`config.mk`:
```
export PLATFORM = sky130hd
export DESIGN_NAME = rsv_ctrl
export DESIGN_NICKNAME = d
export VERILOG_FILES = /design/src/sv/rsv_pkg.sv /design/src/sv/rsv_ctrl.sv
export SDC_FILE = /design/constraint.sdc
export NUM_CORES = 1
export LEC_CHECK = 0
export ABC_AREA = 1
export BUFFER_PORTS_ARGS = -buffer_cell sky130_fd_sc_hd__buf_2
export CAP_MARGIN = 5
export CORE_AREA = 2 2 39 41
export DETAILED_ROUTE_END_ITERATION = 10
export DIE_AREA = 0 0 41 43
export PLACE_DENSITY = 0.57
export SETUP_SLACK_MARGIN = 0.2
export SYNTH_ARGS = -nofsm -noshare
export SYNTH_HDL_FRONTEND = slang
export SYNTH_SLANG_ARGS = --single-unit
```
`constraint.sdc`:
```
create_clock -name clk -period 1.59 [get_ports clk]
set_input_delay 0.2385 -clock clk [delete_from_list [all_inputs] [get_ports clk]]
set_output_delay 0.2385 -clock clk [all_outputs]
set_load 0.02 [all_outputs]
```
`src/sv/rsv_pkg.sv`:
```
// rsv_pkg: field widths, reuse-value constants and the command/status structs
// shared by the victim-select controller and datapath. No dependencies.
`default_nettype none

package rsv_pkg;

  // Fixed field widths of the request and result beats
  localparam int SetW = 11;
  localparam int WayW = 4;
  localparam int RndW = 16;

  // Reuse values
  localparam int RvW = 3;
  localparam int RvLevels = 8;                 // number of distinct reuse values
  localparam logic [RvW-1:0] RvHit  = 3'd7;
  localparam logic [RvW-1:0] RvFill = 3'd1;

  // Action codes
  localparam logic ActVictim = 1'b0;
  localparam logic ActUpdate = 1'b1;

  // Remainder unit: quotient bits resolved per cycle
  localparam int DivBits  = 8;
  localparam int DivSteps = RndW / DivBits;

  // Controller -> datapath
  typedef struct packed {
    logic load;      // capture request beat
    logic clr_wr;    // write one cleared row
    logic rd;        // read the addressed row
    logic upd_wr;    // masked write of one way
    logic calc;      // evaluate row, write back, start remainder
    logic out_load;  // load result register
  } rsv_cmd_t;

  // Datapath -> controller
  typedef struct packed {
    logic is_update;
    logic clr_last;
    logic div_done;
    logic out_free;
  } rsv_stat_t;

endpackage

`default_nettype wire

```
`src/sv/rsv_ctrl.sv`:
```
// rsv_ctrl: sequencing state machine for clear sweep, update and victim flow.
// Depends on rsv_pkg.
`default_nettype none

module rsv_ctrl (
  input  wire logic                clk,
  input  wire logic                rst,
  input  wire logic                in_valid,
  output logic                     in_ready,
  output rsv_pkg::rsv_cmd_t        cmd,
  input  wire rsv_pkg::rsv_stat_t  stat
);
  import rsv_pkg::*;

  typedef enum logic [5:0] {
    S_CLR  = 6'b000001,
    S_IDLE = 6'b000010,
    S_READ = 6'b000100,
    S_CALC = 6'b001000,
    S_DIV  = 6'b010000,
    S_PICK = 6'b100000
  } rsv_state_t;

  rsv_state_t state;
  rsv_state_t state_next;

  always_ff @(posedge clk) begin
    if (rst) begin
      state <= S_CLR;
    end else begin
      state <= state_next;
    end
  end

  always_comb begin
    state_next = state;
    cmd        = '0;
    in_ready   = 1'b0;
    case (state)
      S_CLR: begin
        cmd.clr_wr = 1'b1;
        if (stat.clr_last) begin
          state_next = S_IDLE;
        end
      end
      S_IDLE: begin
        in_ready = 1'b1;
        if (in_valid) begin
          cmd.load   = 1'b1;
          state_next = S_READ;
        end
      end
      S_READ: begin
        if (stat.is_update) begin
          cmd.upd_wr = 1'b1;
          state_next = S_IDLE;
        end else begin
          cmd.rd     = 1'b1;
          state_next = S_CALC;
        end
      end
      S_CALC: begin
        cmd.calc   = 1'b1;
        state_next = S_DIV;
      end
      S_DIV: begin
        if (stat.div_done) begin
          state_next = S_PICK;
        end
      end
      S_PICK: begin
        if (stat.out_free) begin
          cmd.out_load = 1'b1;
          state_next   = S_IDLE;
        end
      end
      default: begin
        state_next = S_CLR;
      end
    endcase
  end

endmodule

`default_nettype wire

```
After elaboration in Yosys (flattened, before gate mapping)
Cells that the tools add are included.
- register bits after elaboration: 6
- input port bits: 7
- word-level logic and storage cells: 28
- memories kept: 0
- bits in read-only memories: 0
- output and inout port bits: 7
- bits in latches: 0
- memory bits (writable): 0
- bitwise operators: 0
- multipliers: 0
- equality and inequality tests: 10
- add/sub/neg operators: 0
- reduce and logical (&&, ||, !) cells: 1
- $lt $le $gt $ge: 0
- shifts and indexed selects: 0
- mux-type cells: 16
- div/mod/pow operators: 0
- operator list (kind ; count):
    case mux 6 bit (6 select lines) ; 1
    two-way mux 6 bit ; 4
    two-way mux 1 bit ; 9
    inequality test 2 bit, second input constant ; 4
    == test 6 x 1 -> 1 bit, second input constant ; 1
    == test 6 x 2 -> 1 bit, second input constant ; 1
    == test 6 x 3 -> 1 bit, second input constant ; 1
    == test 6 x 4 -> 1 bit, second input constant ; 1
    == test 6 x 5 -> 1 bit, second input constant ; 1
    == test 6 bit, second input constant ; 1
    two-way mux 4 bit ; 1
    AND reduction 4 bit ; 1
    two-way mux 2 bit ; 1

Logic depth before layout (Yosys ltp)
Gate-level depths: netlist of the first run.
- depth after elaboration: 3
- gate-level depth with buffers: 8
- mapped depth without buffers: 8

Least setup slack after synthesis of the first run
No wires, ideal clock.
- kind: reg2out
- start: reg state[5]
- end: out cmd[5] in the netlist's numbering
- buffers on the path: 0
- data required time: 1351 ps
- stages on the path, launching flop included: 4
- setup slack: 361 ps
- data arrival time: 990 ps
- cells stage by stage: dfxtp_1 > nor2_2 > nand3_1 > nor2_1
- RTL lines (what ; line ; source):
    start: declaration ; rsv_ctrl.sv:24 ; rsv_state_t state;
    start signal: assignment ; rsv_ctrl.sv:31 ; state <= state_next;
    end: declaration ; rsv_ctrl.sv:10 ; output rsv_pkg::rsv_cmd_t cmd,

==> results of run 1 <==
-- Yosys cell counts, drive strengths merged --
master and number:
nand2 6, dfxtp 6, nor2 14, o211ai 1, nand3 6, buf 1
nor3 2, inv 14, a21oi 2, nand4 7
-- metal layers --
metal / part of all wire, % / track usage [%] / wire, um
met4: 2.2 / 8.00 / 23
met1: 45 / 16.7 / 457
met5: 0 / 0 / 0
met2: 46 / 18.8 / 472
met3: 6.9 / 5.24 / 71
-- repair_timing --
item,CTS,global route
resized for setup,11,11
setup buffers,4,2
endpoints found under the setup margin,7,7
pin swaps,2,4
-- critical path, cell delays in order (launching register included) --
cell     delay, ps
dfxtp_2        330
nor2_4         190
nand4_1        180
inv_1          110
buf_6          120
-- worst paths after layout --
| path | endpoint | cells past startpoint | slack [ps] |
|---|---|---|---|
| worst max register to register | state[5] | 8 | 390 |
| worst min-delay path | state[3] | 2 | 180 |
| worst min register to register | state[5] | 2 | 520 |
| worst max-delay path | cmd[1] | 4 | 170 |
-- report_power, final --
part | switching, mW | internal (mW) | total (mW)
logic | 0.227 | 0.161 | 0.388
registers | 0.0451 | 0.191 | 0.236
clock network | 0.0593 | 0.0856 | 0.145
-- layout by cell type (no fill, tap or decap), drive strengths merged --
cell,count
nand4,7
nand3,6
nor2,14
dfxtp,6
nand2,6
o211ai,1
clkbuf,3
a21oi,2
nor3,2
inv,14
buf,19
-- area by class of cell --
cell class,count,share of cell area [%]
clock buffer,3,3.92
tap,16,3.49
inverter,14,9.15
sequential,6,22.2
timing repair buffer,19,23.1
multi-input combinational,38,38.1
-- logic make-up (layout without fill, tap and decap cells) --
group           after synthesis  after routing  share of synthesized area, %
compound gates                3              3                          4.75
buf+inv                      15             36                          16.3
flops                         6              6                          32.5
simple gates                 35             35                          46.4
-- through the flow --
stage,hold WS (ps),util [%]
final,177,41.5
after global routing,178,41.5
after CTS,181,38.2
after detailed placement,445,32.3
after global placement,442,32.3
after floorplan,308,-
==> flow_metrics.tcl, run 1 <==
set metrics [dict create \
    crit_fanout 7 \
    final_nets 89 \
    critical_path_class "reg -> out" \
    ys_seq_area_share_pct 32.5 \
    cp_data_arrival_time_ps 1180 \
    vias 452 \
    setup_slack_ps 174 \
    synth_top_area_share_pct 32.5 \
    grt-ovfl-total 0 \
    critPathLaunchType "flop" \
    cts_inserted_buffers 3 \
    coreArea_mm2 0.00138 \
    regArea_um2 128 \
    drc 0 \
    hold_class "in -> reg" \
    port-buffer-count 13 \
    fin_skew_ps 6.88 \
    die_h_um 43 \
    hold_viol 0 \
    multi_input_area_um2 219 \
    hp-start "stat[3]" \
    drt_first_pass_iters 4 \
    start_util_pct 26.7 \
    syn_to_final_growth_pct 55.6 \
    grt_start_max_net_pins 8 \
    largest_reg_flops 6 \
    rsz0062_at_grt "true" \
    pwr_density_cell_mw_per_mm2 1340 \
    instances_no_fill 96 \
    avgSynthCellArea_um2 6.26 \
    dp_hpwl_um 696 \
    wl_per_cell_um 10.7 \
    peakVddDrop_uv 541 \
    period_share_pct 89.1 \
    yosysWarningCount 0 \
    endpoint_kind "output pin" \
    synth_nets 66 \
    antenna_found_initial 0 \
    diodes 0 \
    maxCapViolCount 0 \
    yosysTopAreaCell "dfxtp_1" \
    finalCriticalPeriod_ps 1420 \
    fin_area_um2 574 \
    reg.largest.list "state: 6 flops" \
    timing.rr.start "state[0]" \
    synthCells 59 \
    holdBufCountCts 0 \
    top_register "state" \
    grt_pass1_vias 371 \
    postRouteAntennaNets 0 \
    setup_violations 0 \
    placedCellCount 87 \
    numClockSinks 6 \
    setup_tns_ps 0 \
    drive_gt1_share_pct 46.3 \
    die-area_mm2 0.00176 \
    ys_top_cells_by_area "dfxtp_1, inv_1, nand4_1" \
    drt-total-wl_um 1030 \
    nFillCells 152 \
    worstSetupStartpoint "state[4]" \
    synth_cell_types 12 \
    clock-root-buffer "clkbuf_4" \
    max_freq_ghz 0.706 \
    gp_congestion 0.821 \
    leakage_nw 0.317 \
    synth_seq_cells 6 \
    slew_headroom_pct 88.0 \
    first_iter_violations 5 \
    die_w_um 41 \
    status "finished clean" \
    htreeDepth 1 \
    cts_tree "done" \
    clk_latency_ps 260 \
    clock_path_buffers 2 \
    clkTransAtPathRegs_ps 40 \
    rows 14 \
    required_ps 1350 \
    netlist_area_um2 369 \
    post_dp_cell_area_um2 447 \
    worstMarginPinSlew_ps 180 \
    io_pins 14 \
    grt_pass1_wl_um 1570 \
    track_usage_pct 13.5 \
    vias_per_cell 4.71 \
    dp_slack_ps 311 \
    report.final.slew_viol_count 0 \
    power.total_uw 770 \
]
(Power assumes the default switching activity.)
==> run 2, diff against run 1 <==
==> constraint.sdc (replaced) <==
create_clock -name clk -period 1.59 [get_ports clk]
set_input_delay 0.159 -clock clk [delete_from_list [all_inputs] [get_ports clk]]
set_output_delay 0.159 -clock clk [all_outputs]
set_load 0.02 [all_outputs]
==> run 2 against run 1 <==
  * Largest cell class unchanged
  * Critical path type unchanged
  * Worst hold slack got worse by 73 ps
  * Critical endpoint is now cmd[5]
  * Non-clock buffer count decreased by 1
  * Critical path depth did not move
  * Clock skew down 3.6 ps
  * Sequential power hardly changed
==> flow_metrics.tcl, run 2 (same netlist as run 1, synthesis figures left out) <==
set metrics [dict create \
    fin_skew_ps 3.29 \
    power_switching_uw 338 \
    grt_pass1_vias 366 \
    rsz0062_at_grt "true" \
    peakVddDrop_uv 452 \
    die_h_um 43 \
    worstMarginPinSlew_ps 201 \
    instances_no_fill 95 \
    clockPowerShare_pct 19.6 \
    period_share_pct 87.5 \
    port-buffer-count 13 \
    holdBufCountCts 0 \
    p_seq_share_pct 30.6 \
    drive_gt1_share_pct 49.4 \
    wl_per_cell_um 10.8 \
    grt_pass1_wl_um 1480 \
    clock_path_buffers 2 \
    final_common_cell "inv_1" \
    final_nets 88 \
    combinationalPowerShare_pct 49.8 \
    reg.largest.list "state: 6 flops" \
    finalCriticalPeriod_ps 1390 \
    grt-ovfl-total 0 \
    diodes 0 \
    grt_start_max_net_pins 9 \
    start_util_pct 26.7 \
    crit_path_max_incr_delay_ps 340 \
    io_pins 14 \
    grt_util_met3_pct 4.71 \
    die-area_mm2 0.00176 \
    cts_inserted_buffers 3 \
    endpoint_kind "output pin" \
    status "finished clean" \
    cts_tree "done" \
    vias_per_cell 4.79 \
    regArea_um2 126 \
    use_met2_pct 17.5 \
    die_w_um 41 \
    pwr_density_cell_mw_per_mm2 1340 \
    crit_fanout 7 \
    numClockSinks 6 \
    final_cell_mix "inv_1, buf_2, nand4_1, buf_4, nor2_2" \
    critical_path_class "reg -> out" \
    hold_class "in -> reg" \
    hold_viol 0 \
    largest_reg_flops 6 \
    grt_use_met1_pct 15.8 \
    vias 455 \
    gp_congestion 0.822 \
    clock-root-buffer "clkbuf_4" \
    nFillCells 159 \
    maxCapViolCount 0 \
    postRouteAntennaNets 0 \
    drc 0 \
    antenna_found_initial 0 \
    setup_tns_ps 0 \
    drt_first_pass_iters 4 \
    clkTransAtPathRegs_ps 40 \
    clk_latency_ps 260 \
    p_int_uw 428 \
    track_usage_pct 12.7 \
    path_delay_family "simple AND/OR/NAND/NOR gates" \
    multi_input_area_um2 231 \
    setup_violations 0 \
    top_usage_layer "met2" \
    max_freq_ghz 0.719 \
    cp_cell_sequence "nor2_4 > nand3_1 > nor2_1 > buf_2" \
    required_ps 1430 \
    leakage_nw 0.317 \
    drt-total-wl_um 1030 \
    rows 14 \
    crit_buf_inv 1 \
    first_iter_violations 5 \
    placedCellCount 87 \
    report.final.slew_viol_count 0 \
    top_register "state" \
    critPathLaunchType "flop" \
    cp_data_arrival_time_ps 1230 \
    htreeDepth 1 \
    dp_hpwl_um 700 \
    slowest_stage "dfxtp_1" \
    slew_headroom_pct 86.5 \
    coreArea_mm2 0.00138 \
    switching_share_pct 44.2 \
    syn_to_final_growth_pct 55.3 \
]
-- run 2: worst paths after layout --
path,startpoint,endpoint,slack [ps],cells past startpoint
setup / recovery,state[3],cmd[5],200,4
hold / removal,stat[3],state[3],100,2
setup reg to reg,state[3],state[5],360,8
hold reg to reg,state[5],state[5],520,2
-- run 2: area by class of cell --
cell class | instances | share of cell area [%]
timing repair buffer | 18 | 21.0
tap | 16 | 3.49
multi-input combinational | 38 | 40.4
sequential | 6 | 22.1
inverter | 14 | 9.17
clock buffer | 3 | 3.93
-- run 2: stage by stage --
step	hold slack, ps	total power, mW	instance area [um2]	setup slack [ps]	utilization (%)
6_report	104	0.766	573	199	41.4
3_5_place_dp	370	0.524	447	397	32.3
3_3_place_gp	362	0.519	447	399	32.3
4_1_cts	96.9	0.698	493	190	35.6
5_1_grt	108	0.829	573	138	41.4
2_1_floorplan	228	0.444	369	441	-
-- run 2: what timing repair did --
action	in CTS	in global routing
setup buffers	1	4
resized for setup	4	18
endpoints found under the setup margin	7	7
pin swaps	0	6
-- run 2: power groups by stage --
stage / Clock [mW] / Combinational [mW] / Sequential (mW)
after floorplan: 0 / 0.234 / 0.210
after global placement: 0 / 0.307 / 0.212
after detailed placement: 0 / 0.310 / 0.213
after CTS: 0.150 / 0.325 / 0.223
after global routing: 0.161 / 0.430 / 0.238
final: 0.150 / 0.382 / 0.234
-- run 2: routing by layer --
metal	vias to the layer above	share of wire [%]	routed length (um)
met5	-	0	0
met4	0	2.4	25
met3	3	8.3	85
met2	13	46	473
met1	206	43	446
li1	233	-	-
